<file path="src/bpa_pkg.sv">
`default_nettype none
// ----------------------------------------------------------------------------
// bpa_pkg
// Shared types and constants of the bitmap page allocator: request codes,
// address constants and the command and status bundles between the
// controller and the datapath.
// ----------------------------------------------------------------------------
package bpa_pkg;

  // Request codes carried in req_type.
  typedef enum logic [1:0] {
    REQ_ALLOC   = 2'd0,
    REQ_RELEASE = 2'd1,
    REQ_REBUILD = 2'd2
  } req_t;

  // Base address of the page pool as seen on the 30-bit result.
  localparam logic [29:0] MEM_BASE = 30'h2000_0000;

  // Highest address bit kept when an address is reduced to a page index.
  localparam int ADDR_TOP_BIT = 28;

  // Bits per map word and the shift that goes with it.
  localparam int WORD_BITS  = 32;
  localparam int WORD_SHIFT = 5;

  // Commands from the controller to the datapath.
  typedef struct packed {
    logic capture;     // latch the release page of an accepted request
    logic scan_first;  // read map word zero
    logic scan_next;   // read the next map word of the scan
    logic take;        // claim the lowest free page of the checked word
    logic fail;        // record a failed result
    logic rel_read;    // read the map word of the release page
    logic rel_write;   // set the release page free if it is in range
    logic rebuild;     // free every page, then reserve the low pages
    logic publish;     // move the result into the output register
  } ctrl_cmd_t;

  // Status from the datapath to the controller.
  typedef struct packed {
    logic [1:0] req_kind;   // request code on the input channel
    logic       scan_hit;   // checked word has a free page
    logic       scan_last;  // checked word is the last map word
  } ctrl_status_t;

endpackage
`default_nettype wire

</file>
<file path="src/bpa_if.sv">
`default_nettype none
// ----------------------------------------------------------------------------
// Allocator channels
// Valid/ready channels for requests, results and the configuration write.
// ----------------------------------------------------------------------------

// Request channel.
interface bpa_req_if;
  logic        valid;
  logic        ready;
  logic [1:0]  req_type;
  logic [31:0] page_address;

  modport source (output valid, output req_type, output page_address, input ready);
  modport sink   (input valid, input req_type, input page_address, output ready);
endinterface

// Result channel.
interface bpa_rsp_if;
  logic        valid;
  logic        ready;
  logic [29:0] alloc_address;
  logic        ok;

  modport source (output valid, output alloc_address, output ok, input ready);
  modport sink   (input valid, input alloc_address, input ok, output ready);
endinterface

// Configuration write channel for the reserved page count.
interface bpa_cfg_if;
  logic       valid;
  logic       ready;
  logic [7:0] data;

  modport source (output valid, output data, input ready);
  modport sink   (input valid, input data, output ready);
endinterface
`default_nettype wire

</file>
<file path="src/bpa_ctrl.sv">
`default_nettype none
// ----------------------------------------------------------------------------
// bpa_ctrl
// Controller of the allocator: sequences the map scan, the release
// read-modify-write and the rebuild, and owns the result valid flag.
// ----------------------------------------------------------------------------
module bpa_ctrl (
  input  wire logic                  clk,
  input  wire logic                  rst,
  input  wire logic                  req_valid,
  output logic                       req_ready,
  output logic                       rsp_valid,
  input  wire logic                  rsp_ready,
  input  wire bpa_pkg::ctrl_status_t st,
  output bpa_pkg::ctrl_cmd_t         cmd
);

  typedef enum logic [2:0] {
    S_IDLE,
    S_SCAN,
    S_REL_RD,
    S_REL_WR,
    S_RESP
  } state_t;

  state_t state;
  state_t state_next;
  logic   slot_free;

  // The output register can take a new result when empty or being drained.
  assign slot_free = !rsp_valid || rsp_ready;
  assign req_ready = (state == S_IDLE);

  // Next state and commands.
  always_comb begin
    cmd        = '0;
    state_next = state;
    case (state)
      S_IDLE: begin
        if (req_valid) begin
          cmd.capture = 1'b1;
          case (st.req_kind)
            bpa_pkg::REQ_ALLOC: begin
              cmd.scan_first = 1'b1;
              state_next     = S_SCAN;
            end
            bpa_pkg::REQ_RELEASE: begin
              state_next = S_REL_RD;
            end
            bpa_pkg::REQ_REBUILD: begin
              cmd.rebuild = 1'b1;
              state_next  = S_RESP;
            end
            default: begin
              cmd.fail   = 1'b1;
              state_next = S_RESP;
            end
          endcase
        end
      end
      S_SCAN: begin
        if (st.scan_hit) begin
          cmd.take   = 1'b1;
          state_next = S_RESP;
        end else if (st.scan_last) begin
          cmd.fail   = 1'b1;
          state_next = S_RESP;
        end else begin
          cmd.scan_next = 1'b1;
        end
      end
      S_REL_RD: begin
        cmd.rel_read = 1'b1;
        state_next   = S_REL_WR;
      end
      S_REL_WR: begin
        cmd.rel_write = 1'b1;
        state_next    = S_RESP;
      end
      S_RESP: begin
        if (slot_free) begin
          cmd.publish = 1'b1;
          state_next  = S_IDLE;
        end
      end
      default: begin
        state_next = S_IDLE;
      end
    endcase
  end

  // State and result valid flag.
  always_ff @(posedge clk) begin
    if (rst) begin
      state     <= S_IDLE;
      rsp_valid <= 1'b0;
    end else begin
      state <= state_next;
      if (cmd.publish) begin
        rsp_valid <= 1'b1;
      end else if (rsp_ready) begin
        rsp_valid <= 1'b0;
      end
    end
  end

endmodule
`default_nettype wire

</file>
<file path="src/bpa_datapath.sv">
`default_nettype none
// ----------------------------------------------------------------------------
// bpa_datapath
// Free-page map memory with per-word valid bits, first-fit search of one
// word, release update, reserved count register and the result registers.
// ----------------------------------------------------------------------------
module bpa_datapath #(
  parameter int NUM_PAGES  = 128,
  parameter int PAGE_SHIFT = 12
) (
  input  wire logic                  clk,
  input  wire logic                  rst,
  input  wire logic [1:0]            req_type,
  input  wire logic [31:0]           page_address,
  input  wire logic                  cfg_we,
  input  wire logic [7:0]            cfg_data,
  input  wire bpa_pkg::ctrl_cmd_t    cmd,
  output bpa_pkg::ctrl_status_t      st,
  output logic [29:0]                alloc_address,
  output logic                       ok
);

  localparam int MAP_WORDS = (NUM_PAGES + 31) / 32;
  localparam int WIDX_W    = (MAP_WORDS > 1) ? $clog2(MAP_WORDS) : 1;
  localparam int PG_W      = WIDX_W + bpa_pkg::WORD_SHIFT;
  localparam int LIM_W     = PG_W + 1;
  localparam int ADDR_PG_W = bpa_pkg::ADDR_TOP_BIT + 1 - PAGE_SHIFT;
  localparam logic [LIM_W-1:0]  NUM_LIM   = LIM_W'(NUM_PAGES);
  localparam logic [WIDX_W-1:0] LAST_WORD = WIDX_W'(MAP_WORDS - 1);

  // Bits of word w whose page index lies below lim.
  function automatic logic [31:0] page_mask(input logic [LIM_W-1:0]  lim,
                                            input logic [WIDX_W-1:0] w);
    logic [LIM_W-1:0] first;
    logic [LIM_W-1:0] left;
    logic [31:0]      m;
    first = {1'b0, w, 5'd0};
    left  = lim - first;
    if (lim <= first) begin
      m = '0;
    end else if (left >= LIM_W'(bpa_pkg::WORD_BITS)) begin
      m = '1;
    end else begin
      m = (32'd1 << left[4:0]) - 32'd1;
    end
    return m;
  endfunction

  logic [31:0]           map_mem [MAP_WORDS];
  logic [MAP_WORDS-1:0]  word_ok;
  logic [7:0]            reserved_pages;
  logic [LIM_W-1:0]      res_count;
  logic [PG_W-1:0]       rel_page;
  logic                  rel_in_range;
  logic [WIDX_W-1:0]     scan_idx;
  logic [WIDX_W-1:0]     chk_idx;
  logic [31:0]           rd_data;
  logic                  rd_ok;
  logic [29:0]           res_addr;
  logic                  res_ok;

  logic                  rd_en;
  logic [WIDX_W-1:0]     rd_addr;
  logic [ADDR_PG_W-1:0]  rel_full;
  logic [31:0]           live_mask;
  logic [31:0]           eff_word;
  logic [4:0]            low_bit;
  logic [31:0]           take_word;
  logic [31:0]           rel_word;
  logic                  mem_we;
  logic [31:0]           mem_wd;
  logic [PG_W-1:0]       hit_page;

  // Page index of a release address.
  assign rel_full = page_address[bpa_pkg::ADDR_TOP_BIT:PAGE_SHIFT];

  // Configuration register and release capture.
  always_ff @(posedge clk) begin
    if (rst) begin
      reserved_pages <= '0;
    end else if (cfg_we) begin
      reserved_pages <= cfg_data;
    end
  end

  always_ff @(posedge clk) begin
    if (cmd.capture) begin
      rel_page     <= PG_W'(rel_full);
      rel_in_range <= (32'(rel_full) < 32'(NUM_PAGES));
    end
  end

  // Map read address: word zero, the next scan word, or the release word.
  always_comb begin
    rd_en = cmd.scan_first || cmd.scan_next || cmd.rel_read;
    if (cmd.scan_first) begin
      rd_addr = '0;
    end else if (cmd.scan_next) begin
      rd_addr = scan_idx;
    end else begin
      rd_addr = rel_page[PG_W-1:bpa_pkg::WORD_SHIFT];
    end
  end

  // Registered map read together with the word's valid bit.
  always_ff @(posedge clk) begin
    if (rd_en) begin
      rd_data  <= map_mem[rd_addr];
      rd_ok    <= word_ok[rd_addr];
      chk_idx  <= rd_addr;
      scan_idx <= rd_addr + 1'b1;
    end
  end

  // A word never written since rebuild reads as all live pages free except
  // the reserved ones.
  always_comb begin
    live_mask = page_mask(NUM_LIM, chk_idx);
    if (rd_ok) begin
      eff_word = rd_data & live_mask;
    end else begin
      eff_word = live_mask & ~page_mask(res_count, chk_idx);
    end
  end

  // Lowest free bit of the checked word.
  always_comb begin
    low_bit = '0;
    for (int i = bpa_pkg::WORD_BITS - 1; i >= 0; i--) begin
      if (eff_word[i]) begin
        low_bit = 5'(i);
      end
    end
  end

  assign take_word = eff_word & ~(32'd1 << low_bit);
  assign rel_word  = eff_word | (32'd1 << rel_page[4:0]);
  assign mem_we    = cmd.take || (cmd.rel_write && rel_in_range);
  assign mem_wd    = cmd.take ? take_word : rel_word;
  assign hit_page  = {chk_idx, low_bit};

  // Map memory write.
  always_ff @(posedge clk) begin
    if (mem_we) begin
      map_mem[chk_idx] <= mem_wd;
    end
  end

  // Word valid bits and the reserved count in force since the last rebuild.
  always_ff @(posedge clk) begin
    if (rst) begin
      word_ok   <= '0;
      res_count <= '0;
    end else if (cmd.rebuild) begin
      word_ok <= '0;
      if (32'(reserved_pages) > 32'(NUM_PAGES)) begin
        res_count <= NUM_LIM;
      end else begin
        res_count <= LIM_W'(reserved_pages);
      end
    end else if (mem_we) begin
      word_ok[chk_idx] <= 1'b1;
    end
  end

  // Result of the current request.
  always_ff @(posedge clk) begin
    if (cmd.take) begin
      res_addr <= bpa_pkg::MEM_BASE + (30'(hit_page) << PAGE_SHIFT);
      res_ok   <= 1'b1;
    end else if (cmd.rel_write) begin
      res_addr <= '0;
      res_ok   <= rel_in_range;
    end else if (cmd.rebuild) begin
      res_addr <= '0;
      res_ok   <= 1'b1;
    end else if (cmd.fail) begin
      res_addr <= '0;
      res_ok   <= 1'b0;
    end
  end

  // Output register.
  always_ff @(posedge clk) begin
    if (cmd.publish) begin
      alloc_address <= res_addr;
      ok            <= res_ok;
    end
  end

  // Status to the controller.
  assign st.req_kind  = req_type;
  assign st.scan_hit  = |eff_word;
  assign st.scan_last = (chk_idx == LAST_WORD);

endmodule
`default_nettype wire

</file>
<file path="src/bitmap_page_allocator.sv">
`default_nettype none
// ----------------------------------------------------------------------------
// bitmap_page_allocator
// First-fit page allocator over a bitmap of free pages, one bit per page.
//
//   channel  dir  contents
//   req      in   req_type (alloc/release/rebuild), page_address
//   rsp      out  alloc_address, ok
//   cfg      in   data: reserved page count used by rebuild
//
// One request is in work at a time. An allocate reads map words in order
// until one holds a free page, 1 to ceil(NUM_PAGES/32) words; the map
// memory is read one word per cycle. A release reads the map word, then
// modifies and writes it, then gives its result; a rebuild clears the
// per-word valid bits instead of sweeping the map. A stalled result holds
// in the output register while the next request is taken.
// Reset is synchronous and leaves every page free, reserved count zero.
// ----------------------------------------------------------------------------
module bitmap_page_allocator #(
  parameter int NUM_PAGES  = 128,
  parameter int PAGE_SHIFT = 12
) (
  input wire logic clk,
  input wire logic rst,
  bpa_req_if.sink   req,
  bpa_rsp_if.source rsp,
  bpa_cfg_if.sink   cfg
);

  bpa_pkg::ctrl_cmd_t    cmd;
  bpa_pkg::ctrl_status_t st;

  // The count register can always be written.
  assign cfg.ready = 1'b1;

  bpa_ctrl u_ctrl (
    .clk       (clk),
    .rst       (rst),
    .req_valid (req.valid),
    .req_ready (req.ready),
    .rsp_valid (rsp.valid),
    .rsp_ready (rsp.ready),
    .st        (st),
    .cmd       (cmd)
  );

  bpa_datapath #(
    .NUM_PAGES  (NUM_PAGES),
    .PAGE_SHIFT (PAGE_SHIFT)
  ) u_datapath (
    .clk           (clk),
    .rst           (rst),
    .req_type      (req.req_type),
    .page_address  (req.page_address),
    .cfg_we        (cfg.valid && cfg.ready),
    .cfg_data      (cfg.data),
    .cmd           (cmd),
    .st            (st),
    .alloc_address (rsp.alloc_address),
    .ok            (rsp.ok)
  );

  // A request in work blocks the next one.
  a_one_in_work: assert property (@(posedge clk) disable iff (rst)
    req.valid && req.ready |=> !req.ready)
    else $error("request accepted while another is in work");

  // A published result shows up on the result channel.
  a_publish_valid: assert property (@(posedge clk) disable iff (rst)
    cmd.publish |=> rsp.valid)
    else $error("published result not presented");

  // Only one source writes the result of a request.
  a_one_result: assert property (@(posedge clk) disable iff (rst)
    $onehot0({cmd.take, cmd.fail, cmd.rel_write, cmd.rebuild}))
    else $error("more than one result source in a cycle");

endmodule
`default_nettype wire

</file>
<file path="src/flat_wrapper.sv">
// flat-port wrapper written by rule: the top's interface ports become plain ports
module bitmap_page_allocator_flat 
#(
  parameter int NUM_PAGES  = 128,
  parameter int PAGE_SHIFT = 12
)
  (clk, rst, req_valid, req_req_type, req_page_address, req_ready, rsp_valid, rsp_alloc_address, rsp_ok, rsp_ready, cfg_valid, cfg_data, cfg_ready);
  bpa_req_if req_i ();
  bpa_rsp_if rsp_i ();
  bpa_cfg_if cfg_i ();
  input wire logic clk;
  input wire logic rst;
  input wire logic [$bits(req_i.valid)-1:0] req_valid;
  input wire logic [$bits(req_i.req_type)-1:0] req_req_type;
  input wire logic [$bits(req_i.page_address)-1:0] req_page_address;
  output wire logic [$bits(req_i.ready)-1:0] req_ready;
  output wire logic [$bits(rsp_i.valid)-1:0] rsp_valid;
  output wire logic [$bits(rsp_i.alloc_address)-1:0] rsp_alloc_address;
  output wire logic [$bits(rsp_i.ok)-1:0] rsp_ok;
  input wire logic [$bits(rsp_i.ready)-1:0] rsp_ready;
  input wire logic [$bits(cfg_i.valid)-1:0] cfg_valid;
  input wire logic [$bits(cfg_i.data)-1:0] cfg_data;
  output wire logic [$bits(cfg_i.ready)-1:0] cfg_ready;
  assign req_i.valid = req_valid;
  assign req_i.req_type = req_req_type;
  assign req_i.page_address = req_page_address;
  assign req_ready = req_i.ready;
  assign rsp_valid = rsp_i.valid;
  assign rsp_alloc_address = rsp_i.alloc_address;
  assign rsp_ok = rsp_i.ok;
  assign rsp_i.ready = rsp_ready;
  assign cfg_i.valid = cfg_valid;
  assign cfg_i.data = cfg_data;
  assign cfg_ready = cfg_i.ready;
  bitmap_page_allocator #(.NUM_PAGES(NUM_PAGES), .PAGE_SHIFT(PAGE_SHIFT)) u_core (.clk(clk), .rst(rst), .req(req_i), .rsp(rsp_i), .cfg(cfg_i));
endmodule
</file>
<file path="config.mk">
export PLATFORM = sky130hd
export DESIGN_NAME = bitmap_page_allocator_flat
export DESIGN_NICKNAME = d
export VERILOG_FILES = /design/src/bpa_pkg.sv /design/src/bpa_if.sv /design/src/bpa_ctrl.sv /design/src/bpa_datapath.sv /design/src/bitmap_page_allocator.sv /design/src/flat_wrapper.sv
export SDC_FILE = /design/constraint.sdc
export NUM_CORES = 1
export LEC_CHECK = 0
export BUFFER_PORTS_ARGS = -buffer_cell sky130_fd_sc_hd__buf_4
export CORE_ASPECT_RATIO = 1.25
export CORE_MARGIN = 10
export CORE_UTILIZATION = 50
export DETAILED_ROUTE_END_ITERATION = 8
export PLACE_DENSITY = 0.68
export SYNTH_ARGS = -nofsm -noshare
export SYNTH_HDL_FRONTEND = slang
export SYNTH_SLANG_ARGS = --single-unit
</file>
<file path="constraint.sdc">
create_clock -name clk -period 6.6 [get_ports clk]
set_input_delay 1.32 -clock clk [delete_from_list [all_inputs] [get_ports clk]]
set_output_delay 1.32 -clock clk [all_outputs]
set_load 0.03 [all_outputs]
</file>
==> flow_summary.yaml <==
die:
  die_y_um: 183
  core.rowCount: 59
  floorplan.initialDensity_pct: 51.0
  coreArea_um2: 20900
  floorplan.die_area_um2: 27600
  boundaryPins: 81
  die_x_um: 151
finish:
  drive_above_1_share_pct: 12.1
  antennaDiodeCount: 0
  layout_commonest_cell: "edfxtp_1"
  layout.cells.most_common_list: "edfxtp_1 (190), nand2_1 (145), a21oi_1 (90)"
  areaGrowthSynthToFinish_pct: 10.6
  num-nets-final: 1032
outcome:
  outcome: "complete, no violations"
sta:
  fmax_mhz: 180
  final-max-slew-violation-count: 0
  hold_viol_final: 0
  worst_pin_slew_ns: 0.972
  finalClockSkew_ns: 0.0213
  timing.final.crit_period_ns: 5.55
  fin_tns_setup_ns: 0
  share_of_the_clock_period_used_by_the_worst_path_pct: 84.1
  fin_worst_hold_slack_ns: 0.417
  worst_slew_margin_rel_pct: 35.2
  rsz_0062_raised_after_global_routing: "false"
  report.final.setup_viol: 0
yosys:
  ffs_w_async_s_r_synth_pct: 0
  synth.area.top_cells: "edfxtp_1 (54%), nand2_1 (5.1%), dfxtp_1 (4.7%)"
  post_synth.cell_area_avg_um2: 11.1
  synth-seq-cells: 215
  synth_edf_count: 190
  post-synth-top-area-fraction_pct: 53.5
  ys_dominant_reg_cell: "edfxtp_1"
  synthesis.area_um2: 10700
  ys_types: 86
  synth.yosys.warnings: 0
  synth.largest_area_cell: "edfxtp_1"
  ys_seq_area_share_pct: 58.2
  synth_cells: 963
clocking:
  ctsHtreeMaxLevel: 1
  clock_tree.buffer_depth: 3
  tritoncts: "yes"
  clk_latency_ns: 0.51
  cts_hold_repair.buffers: 0
  clock_root_buffer: "clkbuf_16"
  postCtsSetupRepairBufs: 0
  worst_setup_hold_path_clk_slew_ns: 0.06
  tritoncts_num_sinks: 215
  cts_buffers: 22
  post_cts_resized: 0
drt:
  vias: 7803
  detail_route.wl_per_cell_um: 21.4
  first_pass_iters: 5
  dr.first_iter.drc_count: 708
  post_route_drc_violation_count: 0
  post_drt_via_cell_ratio: 6.14
  wirelength_mm: 27.2
  antenna_violating_nets_post_route: 0
critical_path:
  critPathKind: "reg2reg"
  cp_launch_point: "u_core.u_datapath.res_count[2]"
  ff2ff_path_depth: 15
  cp_data_arrival_time_ns: 5.78
  rr_endpoint: "u_core.u_datapath.map_mem[1][21]"
  crit-reg2reg-launch: "u_core.u_datapath.res_count[2]"
  worstSetupEndpoint: "u_core.u_datapath.map_mem[1][21]"
  nature_of_the_critical_path_endpoint: "register"
  timing.critical_path.fanout_max: 31
  critPathRequiredTime_ns: 6.83
  worstSetupStartpointType: "register"
  rrSetupSlack_ns: 1.05
job:
  maxCapViolCount: 0
global_routing:
  grt_antenna_before_repair: 0
  grt_max_degree: 69
  global_route.overflow_total: 0
  grt.total_usage_pct: 19.2
  first_global_vias: 7477
  grt_first_pass_wirelength_mm: 42.3
power_and_ir_drop:
  power.leakage_nw: 4.05
  fin_total_pwr_mw: 3.35
  powerDensity_nw_per_um2: 284
  max-vdd-ir-drop_mv: 0.203
place:
  count_of_input_and_output_buffers: 42
  dp_hpwl_mm: 18.9
  routability_cong: 1.04
min_path:
  worst_hold_path_type: "reg2reg"
==> critical path, stage by stage, from the launching register on <==
cell	delay, ns
dfxtp_1	0.45
or3_1	0.48
nor3_1	0.19
inv_1	0.07
ha_1	0.53
nor2_1	0.43
a21oi_1	0.12
o211a_1	0.27
o32ai_1	0.46
nand3_1	0.24
nor3_4	0.34
a31o_2	0.37
inv_1	0.22
nor3_1	0.50
nand2_1	0.14
a22oi_1	0.43
==> cell usage after synthesis (4+ instances only) <==
cell type and count:
nor3_1 22, and3_1 9, buf_2 26, a22oi_1 13
o21ai_0 22, clkbuf_1 19, dfxtp_1 25, a21boi_0 7
nor2_1 66, mux2i_1 9, nand3b_1 4, o21a_1 9
nor2b_1 8, o31ai_1 4, inv_1 20, a31oi_1 12
buf_4 28, a211oi_1 6, or3_1 4, nor3b_1 8
a32oi_1 36, o221ai_1 5, edfxtp_1 190, a21oi_1 90
o22ai_1 10, nor4_1 4, nand2b_1 18, a2bb2oi_1 4
nand2_1 145, and2_1 14, buf_6 10, nand3_1 15
nand4_1 10, o211ai_1 9
==> cell families after synthesis <==
| group | synth area share [%] |
|---|---|
| xor+xnor | 0.399 |
| buf+inv | 5.76 |
| other cells | 0.0705 |
| fa+ha+maj | 0.540 |
| flops | 58.2 |
| mux | 0.986 |
| simple gates | 16.2 |
| compound gates | 17.8 |
==> per-layer routing <==
layer  GRT usage, %  vias to the layer above  part of all wire (%)
met5              0                        -                     0
met4           9.56                        0                   4.8
met3           3.25                       67                   7.7
met2           30.7                      343                    47
met1           24.7                     3772                    40
li1               -                     3621                     -
==> final cells by class <==
type                       count  area [um2]
timing repair buffer          59         480
multi-input combinational    662        3940
tap                          274         343
sequential                   215        6210
clock buffer                  26         587
fill                        1773        9110
inverter                      21        78.8
clock inverter                14         149
==> state kept, by name, indices dropped and copies added (netlist names) <==
name and count:
u_core.u_ctrl.rsp_valid 1, u_core.u_ctrl.state 3, u_core.u_datapath.alloc_address 8, u_core.u_datapath.chk_idx 2, u_core.u_datapath.map_mem 128, u_core.u_datapath.ok 1, u_core.u_datapath.rd_data 32, u_core.u_datapath.rd_ok 1
u_core.u_datapath.rel_in_range 1, u_core.u_datapath.rel_page 7, u_core.u_datapath.res_addr 8, u_core.u_datapath.res_count 8, u_core.u_datapath.res_ok 1, u_core.u_datapath.reserved_pages 8, u_core.u_datapath.scan_idx 2, u_core.u_datapath.word_ok 4
==> through the flow <==
step / utilization (%) / instance area [um2] / cells / setup WS [ns]
floorplan: - / 10700 / 984 / 0.716
global placement: 52.9 / 11000 / 1231 / 1.20
detailed placement: 52.9 / 11000 / 1231 / 1.20
CTS: 56.4 / 11800 / 1271 / 1.16
global route: 56.4 / 11800 / 1271 / 0.636
finish: 56.4 / 11800 / 1271 / 1.05
==> how the worst min path moves through the flow <==
stage                                   startpoint                                  end  slack [ns]  cells past startpoint
floorplan           u_core.u_datapath.res_addr[12]  u_core.u_datapath.alloc_address[12]        0.40                      0
global placement    u_core.u_datapath.res_addr[12]  u_core.u_datapath.alloc_address[12]        0.40                      0
detailed placement  u_core.u_datapath.res_addr[16]  u_core.u_datapath.alloc_address[16]        0.40                      0
CTS                 u_core.u_datapath.res_addr[16]  u_core.u_datapath.alloc_address[16]        0.42                      0
global route        u_core.u_datapath.res_addr[17]  u_core.u_datapath.alloc_address[17]        0.42                      0
finish              u_core.u_datapath.res_addr[14]  u_core.u_datapath.alloc_address[14]        0.42                      0
==> report_power, final <==
group	total (mW)	leakage [nW]	switching, mW	internal, mW
Sequential	1.62	1.92	0.0376	1.58
Clock	1.25	0.356	0.500	0.753
Combinational	0.481	1.78	0.334	0.147
Total	3.35	4.05	0.871	2.48
No activity file was read; power rests on OpenSTA's default activity.
